<file path="src/design/srtmb_pkg.sv">
// Package for the scale-rotate-translate matrix builder.
// Holds field types, the CORDIC arctangent table and the micro-program of the back end.
// No dependencies.
package srtmb_pkg;

    localparam int WORD_W            = 32;
    localparam int DEF_FRACTION_BITS = 16;
    localparam int N_AXES            = 3;
    localparam int IN_W              = 9 * WORD_W;
    localparam int OUT_W             = 4 * WORD_W;
    localparam int QDEPTH            = 2;

    // Q2.30 working words carry two guard bits.
    localparam int CW                = 34;
    localparam int CORDIC_STEPS      = 30;
    localparam int CORDIC_GAIN_INV   = 652032874;
    localparam int DEG_TO_RAD_Q32    = 74961321;
    localparam logic signed [CW-1:0] Q30_ONE = 34'sd1073741824;

    localparam int RF_DEPTH = 36;
    localparam int RF_AW    = 6;
    localparam int MAT_N    = 9;
    localparam int PROG_LEN = 47;
    localparam int PC_W     = 6;
    localparam logic [1:0] LAST_COL = 2'd3;

    typedef logic [WORD_W-1:0] word_t;
    typedef logic signed [CW-1:0] cword_t;

    typedef struct packed {
        logic [N_AXES-1:0][WORD_W-1:0] move;
        logic [N_AXES-1:0][WORD_W-1:0] angle;
        logic [N_AXES-1:0][WORD_W-1:0] scale;
    } in_item_t;

    typedef enum logic [2:0] {
        OP_MUL,
        OP_ADD,
        OP_SUB,
        OP_ONEM2,
        OP_DADD,
        OP_DSUB,
        OP_SMUL
    } op_t;

    typedef struct packed {
        op_t              op;
        logic [RF_AW-1:0] a;
        logic [RF_AW-1:0] b;
        logic [RF_AW-1:0] dst;
    } step_t;

    // Register file map.
    localparam int R_SX  = 0;
    localparam int R_CX  = 1;
    localparam int R_SY  = 2;
    localparam int R_CY  = 3;
    localparam int R_SZ  = 4;
    localparam int R_CZ  = 5;
    localparam int R_SC0 = 6;
    localparam int R_SC1 = 7;
    localparam int R_SC2 = 8;
    localparam int R_T0  = 10;
    localparam int R_T1  = 11;
    localparam int R_T2  = 12;
    localparam int R_T3  = 13;
    localparam int R_QW  = 14;
    localparam int R_QX  = 15;
    localparam int R_QY  = 16;
    localparam int R_QZ  = 17;
    localparam int R_XX  = 18;
    localparam int R_YY  = 19;
    localparam int R_ZZ  = 20;
    localparam int R_XY  = 21;
    localparam int R_XZ  = 22;
    localparam int R_YZ  = 23;
    localparam int R_WX  = 24;
    localparam int R_WY  = 25;
    localparam int R_WZ  = 26;
    localparam int R_E00 = 27;

    function automatic step_t mk(input op_t op, input int a, input int b, input int d);
        step_t s;
        s.op  = op;
        s.a   = RF_AW'(a);
        s.b   = RF_AW'(b);
        s.dst = RF_AW'(d);
        return s;
    endfunction

    // For the scaling steps dst is the matrix slot 3*col+row.
    function automatic step_t prog_step(input logic [PC_W-1:0] pc);
        step_t s;
        case (pc)
            6'd0:  s = mk(OP_MUL, R_CX, R_CY, R_T0);
            6'd1:  s = mk(OP_MUL, R_T0, R_CZ, R_T1);
            6'd2:  s = mk(OP_MUL, R_SX, R_SY, R_T2);
            6'd3:  s = mk(OP_MUL, R_T2, R_SZ, R_T3);
            6'd4:  s = mk(OP_ADD, R_T1, R_T3, R_QW);
            6'd5:  s = mk(OP_MUL, R_SX, R_CY, R_T0);
            6'd6:  s = mk(OP_MUL, R_T0, R_CZ, R_T1);
            6'd7:  s = mk(OP_MUL, R_CX, R_SY, R_T2);
            6'd8:  s = mk(OP_MUL, R_T2, R_SZ, R_T3);
            6'd9:  s = mk(OP_SUB, R_T1, R_T3, R_QX);
            6'd10: s = mk(OP_MUL, R_CX, R_SY, R_T0);
            6'd11: s = mk(OP_MUL, R_T0, R_CZ, R_T1);
            6'd12: s = mk(OP_MUL, R_SX, R_CY, R_T2);
            6'd13: s = mk(OP_MUL, R_T2, R_SZ, R_T3);
            6'd14: s = mk(OP_ADD, R_T1, R_T3, R_QY);
            6'd15: s = mk(OP_MUL, R_CX, R_CY, R_T0);
            6'd16: s = mk(OP_MUL, R_T0, R_SZ, R_T1);
            6'd17: s = mk(OP_MUL, R_SX, R_SY, R_T2);
            6'd18: s = mk(OP_MUL, R_T2, R_CZ, R_T3);
            6'd19: s = mk(OP_SUB, R_T1, R_T3, R_QZ);
            6'd20: s = mk(OP_MUL, R_QX, R_QX, R_XX);
            6'd21: s = mk(OP_MUL, R_QY, R_QY, R_YY);
            6'd22: s = mk(OP_MUL, R_QZ, R_QZ, R_ZZ);
            6'd23: s = mk(OP_MUL, R_QX, R_QY, R_XY);
            6'd24: s = mk(OP_MUL, R_QX, R_QZ, R_XZ);
            6'd25: s = mk(OP_MUL, R_QY, R_QZ, R_YZ);
            6'd26: s = mk(OP_MUL, R_QW, R_QX, R_WX);
            6'd27: s = mk(OP_MUL, R_QW, R_QY, R_WY);
            6'd28: s = mk(OP_MUL, R_QW, R_QZ, R_WZ);
            6'd29: s = mk(OP_ONEM2, R_YY, R_ZZ, R_E00);
            6'd30: s = mk(OP_DADD, R_XY, R_WZ, R_E00 + 1);
            6'd31: s = mk(OP_DSUB, R_XZ, R_WY, R_E00 + 2);
            6'd32: s = mk(OP_DSUB, R_XY, R_WZ, R_E00 + 3);
            6'd33: s = mk(OP_ONEM2, R_XX, R_ZZ, R_E00 + 4);
            6'd34: s = mk(OP_DADD, R_YZ, R_WX, R_E00 + 5);
            6'd35: s = mk(OP_DADD, R_XZ, R_WY, R_E00 + 6);
            6'd36: s = mk(OP_DSUB, R_YZ, R_WX, R_E00 + 7);
            6'd37: s = mk(OP_ONEM2, R_XX, R_YY, R_E00 + 8);
            6'd38: s = mk(OP_SMUL, R_E00 + 0, R_SC0, 0);
            6'd39: s = mk(OP_SMUL, R_E00 + 1, R_SC0, 1);
            6'd40: s = mk(OP_SMUL, R_E00 + 2, R_SC0, 2);
            6'd41: s = mk(OP_SMUL, R_E00 + 3, R_SC1, 3);
            6'd42: s = mk(OP_SMUL, R_E00 + 4, R_SC1, 4);
            6'd43: s = mk(OP_SMUL, R_E00 + 5, R_SC1, 5);
            6'd44: s = mk(OP_SMUL, R_E00 + 6, R_SC2, 6);
            6'd45: s = mk(OP_SMUL, R_E00 + 7, R_SC2, 7);
            6'd46: s = mk(OP_SMUL, R_E00 + 8, R_SC2, 8);
            default: s = mk(OP_MUL, R_T0, R_T0, R_T0);
        endcase
        return s;
    endfunction

    function automatic logic [31:0] atan_q30(input logic [4:0] i);
        logic [31:0] v;
        case (i)
            5'd0:  v = 32'd843314856;
            5'd1:  v = 32'd497837829;
            5'd2:  v = 32'd263043836;
            5'd3:  v = 32'd133525158;
            5'd4:  v = 32'd67021686;
            5'd5:  v = 32'd33543515;
            5'd6:  v = 32'd16775850;
            5'd7:  v = 32'd8388437;
            5'd8:  v = 32'd4194282;
            5'd9:  v = 32'd2097149;
            5'd10: v = 32'd1048575;
            5'd11: v = 32'd524287;
            5'd12: v = 32'd262143;
            5'd13: v = 32'd131071;
            5'd14: v = 32'd65535;
            5'd15: v = 32'd32767;
            5'd16: v = 32'd16383;
            5'd17: v = 32'd8191;
            5'd18: v = 32'd4095;
            5'd19: v = 32'd2047;
            5'd20: v = 32'd1023;
            5'd21: v = 32'd511;
            5'd22: v = 32'd255;
            5'd23: v = 32'd127;
            5'd24: v = 32'd63;
            5'd25: v = 32'd31;
            5'd26: v = 32'd15;
            5'd27: v = 32'd7;
            5'd28: v = 32'd3;
            5'd29: v = 32'd1;
            default: v = 32'd0;
        endcase
        return v;
    endfunction

endpackage

</file>
<file path="src/design/srtmb_front.sv">
// Front end: takes input items off the stream and holds them in a two-entry queue.
// Depends on srtmb_pkg.
module srtmb_front import srtmb_pkg::*; (
    input  logic            clk,
    input  logic            rst_n,
    input  logic            s_axis_tvalid,
    output logic            s_axis_tready,
    input  logic [IN_W-1:0] s_axis_tdata,
    output in_item_t        item,
    output logic            item_valid,
    input  logic            item_pop
);

    in_item_t   q_reg [QDEPTH];
    logic       wr_ptr_reg, wr_ptr_next;
    logic       rd_ptr_reg, rd_ptr_next;
    logic [1:0] cnt_reg, cnt_next;
    in_item_t   in_item;
    logic       push, pop;

    always_comb
    begin
        for (int k = 0; k < N_AXES; k++)
        begin
            in_item.scale[k] = s_axis_tdata[k*WORD_W +: WORD_W];
            in_item.angle[k] = s_axis_tdata[(N_AXES + k)*WORD_W +: WORD_W];
            in_item.move[k]  = s_axis_tdata[(2*N_AXES + k)*WORD_W +: WORD_W];
        end
    end

    assign s_axis_tready = (cnt_reg != 2'(QDEPTH));
    assign item_valid    = (cnt_reg != 2'd0);
    assign item          = q_reg[rd_ptr_reg];
    assign push          = s_axis_tvalid && s_axis_tready;
    assign pop           = item_pop && item_valid;

    always_comb
    begin
        wr_ptr_next = push ? ~wr_ptr_reg : wr_ptr_reg;
        rd_ptr_next = pop ? ~rd_ptr_reg : rd_ptr_reg;
        cnt_next    = cnt_reg + 2'(push) - 2'(pop);
    end

    always_ff @(posedge clk or negedge rst_n)
    begin
        if (!rst_n)
        begin
            wr_ptr_reg <= 1'b0;
            rd_ptr_reg <= 1'b0;
            cnt_reg    <= 2'd0;
        end
        else
        begin
            wr_ptr_reg <= wr_ptr_next;
            rd_ptr_reg <= rd_ptr_next;
            cnt_reg    <= cnt_next;
        end
    end

    always_ff @(posedge clk)
    begin
        if (push)
        begin
            q_reg[wr_ptr_reg] <= in_item;
        end
    end

endmodule

</file>
<file path="config.mk">
export PLATFORM = sky130hd
export DESIGN_NAME = srtmb_front
export DESIGN_NICKNAME = d
export VERILOG_FILES = /design/src/design/srtmb_pkg.sv /design/src/design/srtmb_front.sv
export SDC_FILE = /design/constraint.sdc
export NUM_CORES = 1
export LEC_CHECK = 0
export ABC_AREA = 1
export BUFFER_PORTS_ARGS = -buffer_cell sky130_fd_sc_hd__buf_4
export CAP_MARGIN = 25
export CELL_PAD_IN_SITES_DETAIL_PLACEMENT = 1
export CELL_PAD_IN_SITES_GLOBAL_PLACEMENT = 2
export CORE_MARGIN = 3
export CORE_UTILIZATION = 35
export DETAILED_ROUTE_END_ITERATION = 12
export PLACE_DENSITY_LB_ADDON = 0.2
export SLEW_MARGIN = 20
export SYNTH_ARGS = -nofsm -noshare
export SYNTH_HDL_FRONTEND = slang
export SYNTH_SLANG_ARGS = --single-unit
</file>
<file path="constraint.sdc">
create_clock -name clk -period 16.1 [get_ports clk]
set_input_delay 0 -clock clk [delete_from_list [all_inputs] [get_ports clk]]
set_output_delay 0 -clock clk [all_outputs]
set_load 0.01 [all_outputs]
</file>
==> results.toml, run 1 <==
[setup_path]
cp-end-kind = "flip-flop"
critical_path.cell_chain = "nand2_1, nand3_1, inv_8, buf_4, buf_4"
crit_top_cell = "buf_4"
slowest_delay_ns = 0.85
critPathKind = "flip-flop to flip-flop"
crit_arrival_ns = 3.73
slowest_stage = "buf_4"
start_kind = "flip-flop"
crit_family = "buffers and inverters"
cp_num_buf_inv = 3
worstPathMaxFanout = 114
cp.required_ns = 16.29

[placement]
port_buffers = 581
preCtsSetupSlack_ns = 12.48
post-dp-hpwl_um = 41600
place.gp.congestion = 0.7726

[cts]
clk_pin_slew_ns = 0.06
cts_buffers = 66
cts_tree = "built"
h-tree-depth = 3
clockBufferDepth = 3
insertion_delay_ns = 0.58
ctsResizeCount = 0
root_buffer = "clkbuf_16"
cts.sink_count = 580

[synthesis]
synth-seq-cells = 580
synth_cells = 1535
ys_warn_count = 0
ys_seq_area_share_pct = 82.54
synth_area_mm2 = 0.02108
synthesis.nets = 1829
syn_area_per_cell_um2 = 13.73
yosysUniqueCellTypes = 11

[sta]
rsz0062_at_grt = "false"
maxSlewViolCount = 0
finalCriticalPeriod_ns = 3.540
fin_skew_ns = 0.01942
worst_hold_slack_ns = 0.1470
setup_tns_ns = 0
period_share_pct = 21.99
hold_viol_final = 0
finalWorstSetupSlack_ns = 12.56
setup_viol = 0
maxSlewHeadroom_pct = 32.05
fmax_mhz = 282.5
worst_pin_slew_ns = 1.019

[floorplan]
die_area_mm2 = 0.06320
io_pins = 582
core_mm2 = 0.05924
start_util_pct = 35.58
fp.dieW_um = 251.4
chipHeight_um = 251.4
rows = 89

[detailed_routing]
drt-met1-wl_um = 24310
route.met3.wl_um = 4517
routed.top_layer = "met5"
wl_per_cell_um = 19.87
vias_per_cell = 4.563
routed_wl_um = 64670
drcViolationCount = 0
antenna_left = 0
met2_length_um = 33320
drt_iter0_markers = 795
firstDrtPassIters = 4
num_vias = 14850

[power_and_ir_drop]
leakage_nw = 13.19
vdd_ir_drop_max_mv = 0.1004
power_density_mw_per_mm2 = 177.0
finalPower_mw = 5.545

[global_route]
grt_pass1_vias = 16100
grt_pass1_wl_um = 95990
overflow = 0
grt_usage_pct = 20.11
antenna_found_initial = 10
grt_max_degree = 149

[final_layout]
drive_gt1_share_pct = 27.71
synthToLayoutAreaGrowth_pct = 48.60
nNetsFinal = 2721
largest_reg_flops = 576

[job]
drv_cap = 0

[hold_path]
hold_class = "input port to flip-flop"

[status]
status = "complete, no violations"
==> placed cells by master (no fill, tap or decap) <==
cell           synthesis  layout
ha_1                   2       2
bufinv_16              0       3
nand2_1              877     877
dlygate4sd3_1          0     292
buf_12                 0       1
clkinv_2               0       8
nand3_1                3       3
clkbuf_16              0      73
clkbuf_1              12      11
diode_2                0       9
nor2_4                 0       1
inv_1                  8       7
inv_6                  0       1
inv_8                  0       2
buf_16                 0       3
clkinvlp_4             0       1
edfxtp_1             576     576
clkinv_1               0      16
dfrtp_1                4       3
dfrtp_4                0       1
buf_4                  4     591
==> kinds of logic (layout without fill, tap and decap cells) <==
kind of cell / count (synthesis) / in the layout / share of synthesized area, %
buffers and inverters: 72 / 1009 / 1.633
adders and majority gates: 2 / 2 / 0.1187
and+or+nand+nor: 881 / 881 / 15.71
other: 0 / 9 / 0
DFF: 580 / 580 / 82.54
==> repair_timing <==
item	4_1_cts	5_1_grt
setup endpoints to repair	0	0
setup buffers	0	0
hold buffers	292	0
endpoints found under the hold margin	582	0
==> path summary, 6_finish.rpt <==
path	startpoint	end	slack [ns]	cells past startpoint
worst max register to register	cnt_reg[1]$_DFF_PN0_	q_reg[0][116]$_DFFE_PP_	12.56	5
worst min register to register	wr_ptr_reg$_DFFE_PN0N_	wr_ptr_reg$_DFFE_PN0N_	0.49	2
worst max-delay path	cnt_reg[1]$_DFF_PN0_	q_reg[0][116]$_DFFE_PP_	12.56	5
max in group asynchronous	rst_n	rd_ptr_reg$_DFFE_PN0P_	15.50	3
worst min-delay path	s_axis_tdata[17]	q_reg[1][17]$_DFFE_PP_	0.15	2
min in group asynchronous	rst_n	wr_ptr_reg$_DFFE_PN0N_	0.38	3
==> cells in the mapped netlist, drive strengths merged <==
cell | n | area [um^2]
nand2 | 877 | 3292
edfxtp | 576 | 17300
buf | 51 | 265.3
clkbuf | 12 | 45.04
inv | 9 | 33.78
dfrtp | 4 | 100.1
nand3 | 3 | 15.01
ha | 2 | 25.02
nor2 | 1 | 3.750
==> cell type report <==
class,count,area [um^2]
Antenna cell,9,22.52
Inverter,9,48.80
Clock inverter,29,206.4
Sequential cell,580,17400
Tap cell,773,967.2
Multi-Input combinational cell,883,3343
Clock buffer,84,1868
Timing Repair Buffer,887,7462
Fill cell,5968,27920
==> power by group <==
group | total (mW) | switching [mW] | internal [mW]
logic | 1.96 | 1.22 | 0.745
registers | 2.15 | 0.0840 | 2.06
clock network | 1.44 | 0.574 | 0.863
total | 5.54 | 1.87 | 3.67
==> worst register-to-register path: stages, from the launching register on <==
cell	delay (ns)
dfrtp_1	0.41
nand2_1	0.13
nand3_1	0.21
inv_8	0.68
buf_4	0.86
buf_4	0.83
==> routing by layer <==
metal  global-route usage [%]  vias to the layer above
met2                    35.39                      438
met5                        0                        -
met1                    22.63                     7298
met3                    6.342                      124
li1                         -                     6984
met4                    8.437                        4
==> per-stage QoR <==
stage | util [%] | instances | area, um^2
finish | 52.87 | 3254 | 31320
global route | 52.86 | 3252 | 31310
CTS | 52.78 | 3244 | 31270
detailed placement | 44.35 | 2839 | 26270
global placement | 44.25 | 2837 | 26220
floorplan | - | 1535 | 21080
Power figures use the tool's default switching activity.
==> inputs of run 2 (changes only) <==
- clock period: 16.1 -> 3.48 ns (I/O delays scaled with it)
==> run 2 against run 1 <==
Hold slack lost 0.026 ns. Combinational power rose to 4.7 times the previous value. Global-route usage rose by 0.20 points. Count of clock-buffer cells in the layout down 15. Setup slack worse by 11 ns. Routed wire length rose by 0.89%. Cell area is 0.19% lower. Cell count increased by 0.22%. Non-clock buffer count up 10. Sequential power grew to 4.6 times the previous value. Critical path type is now flip-flop to primary output. Highest routed layer unchanged.
==> results.toml, run 2 (synthesis results as in run 1) <==
[final_layout]
fillers = 6080
largest_reg_flops = 576
nNetsFinal = 2726
synthToLayoutAreaGrowth_pct = 48.31
multi_input_comb_area_mm2 = 0.003366
final_cell_mix = "nand2_1, buf_4, edfxtp_1"
layout_commonest_cell = "nand2_1"
seq_area_mm2 = 0.01740
drive_gt1_share_pct = 27.86
utilization_pct = 52.76

[sta]
finalWorstSetupSlack_ns = 1.072
finalCriticalPeriod_ns = 2.408
maxSlewViolCount = 0
worst_pin_slew_ns = 0.9147
maxSlewHeadroom_pct = 38.89
rsz0062_at_grt = "false"
setup_viol = 0
fin_skew_ns = 0.01173
fmax_mhz = 415.3
period_share_pct = 69.19
hold_viol_final = 0

[hold_path]
hp-start = "s_axis_tdata[206]"
hold_class = "input port to flip-flop"
hold_depth = 2
min_to = "q_reg[0][206]$_DFFE_PP_"

[setup_path]
reg2reg_to = "q_reg[0][35]$_DFFE_PP_"
crit_arrival_ns = 2.41
critical_path.cell_chain = "inv_8, buf_4, nand2_1, nand2_1, buf_4"
critPathKind = "flip-flop to primary output"
r2r-start = "cnt_reg[0]$_DFF_PN0_"
crit_family = "buffers and inverters"
cp_num_buf_inv = 3
worstPathMaxFanout = 89
slowest_stage = "dfrtp_4"
slowest_delay_ns = 0.53
cp-end-kind = "primary output"
reg2regPathDepth = 5
start_kind = "flip-flop"
r2r_setup_slack_ns = 1.27
cp.required_ns = 3.48

[placement]
port_buffers = 581
preCtsSetupSlack_ns = 1.208
place.gp.congestion = 0.8080
post-dp-hpwl_um = 42430

[detailed_routing]
num_vias = 14880
antenna_left = 0
firstDrtPassIters = 4
wl_per_cell_um = 20.01
vias_per_cell = 4.563
drcViolationCount = 0
routed_wl_um = 65250
drt_iter0_markers = 786

[cts]
root_buffer = "clkbuf_16"
insertion_delay_ns = 0.60
cts_tree = "built"
clk_pin_slew_ns = 0.06
cts_buffers = 61
cts.sink_count = 580
clockBufferDepth = 3
h-tree-depth = 2

[global_route]
overflow = 0
antenna_found_initial = 14
grt_usage_pct = 20.31
grt_max_degree = 162
grt_pass1_vias = 16200
grt_pass1_wl_um = 97520

[power_and_ir_drop]
power_density_mw_per_mm2 = 804.6
finalPower_mw = 25.15
leakage_nw = 13.14
vdd_ir_drop_max_mv = 0.4597

[floorplan]
fp.dieW_um = 251.4
chipHeight_um = 251.4
core_mm2 = 0.05924
start_util_pct = 35.58
rows = 89
die_area_mm2 = 0.06320
io_pins = 582

[status]
status = "complete, no violations"

[job]
drv_cap = 0
-- run 2: area by class of cell --
cell class | instances | share of cell area [%]
clock buffer | 69 | 4.979
sequential | 580 | 55.67
antenna | 8 | 0.06404
multi-input combinational | 883 | 10.77
tap | 773 | 3.094
timing repair buffer | 897 | 24.44
clock inverter | 42 | 0.8446
inverter | 9 | 0.1441
-- run 2: worst max-delay path by stage --
stage | startpoint | endpoint | slack, ns | cells after the start
floorplan | cnt_reg[0]$_DFF_PN0_ | q_reg[0][0]$_DFFE_PP_ | -1.82 | 4
global route | rd_ptr_reg$_DFFE_PN0P_ | item[25] | 0.88 | 5
finish | rd_ptr_reg$_DFFE_PN0P_ | item[23] | 1.07 | 5
detailed placement | cnt_reg[0]$_DFF_PN0_ | q_reg[0][19]$_DFFE_PP_ | 1.21 | 5
global placement | cnt_reg[0]$_DFF_PN0_ | q_reg[0][268]$_DFFE_PP_ | 1.25 | 5
CTS | rd_ptr_reg$_DFFE_PN0P_ | item[23] | 0.96 | 5
-- run 2: power breakdown --
group | internal, mW | switching, mW | total [mW]
registers | 9.52 | 0.367 | 9.88
clock network | 3.39 | 2.64 | 6.03
logic | 3.59 | 5.65 | 9.24
total | 16.5 | 8.66 | 25.2
-- run 2: through the flow --
stage          hold slack (ns)  cell area, um^2  TNS [ns]  instances
2_1_floorplan          -0.2956            21110  -1042.37       1535
3_3_place_gp           -0.1962            26500         0       2850
3_5_place_dp           -0.1952            26500         0       2850
4_1_cts                0.06901            31240         0       3253
5_1_grt                0.09302            31260         0       3261
6_report                0.1208            31260         0       3261
-- run 2: metal layers --
metal / vias to the layer above / GRT usage (%) / share of wire [%]
met4: 12 / 7.243 / 3.3
met1: 7318 / 23.50 / 38
met3: 116 / 6.145 / 7.3
met5: - / 0 / 0.11
met2: 445 / 35.82 / 52
li1: 6988 / - / -
-- run 2: what timing repair did --
item,in CTS,in global routing
hold endpoints to repair,584,0
setup buffers,0,0
resized for setup,0,0
hold buffers,292,0
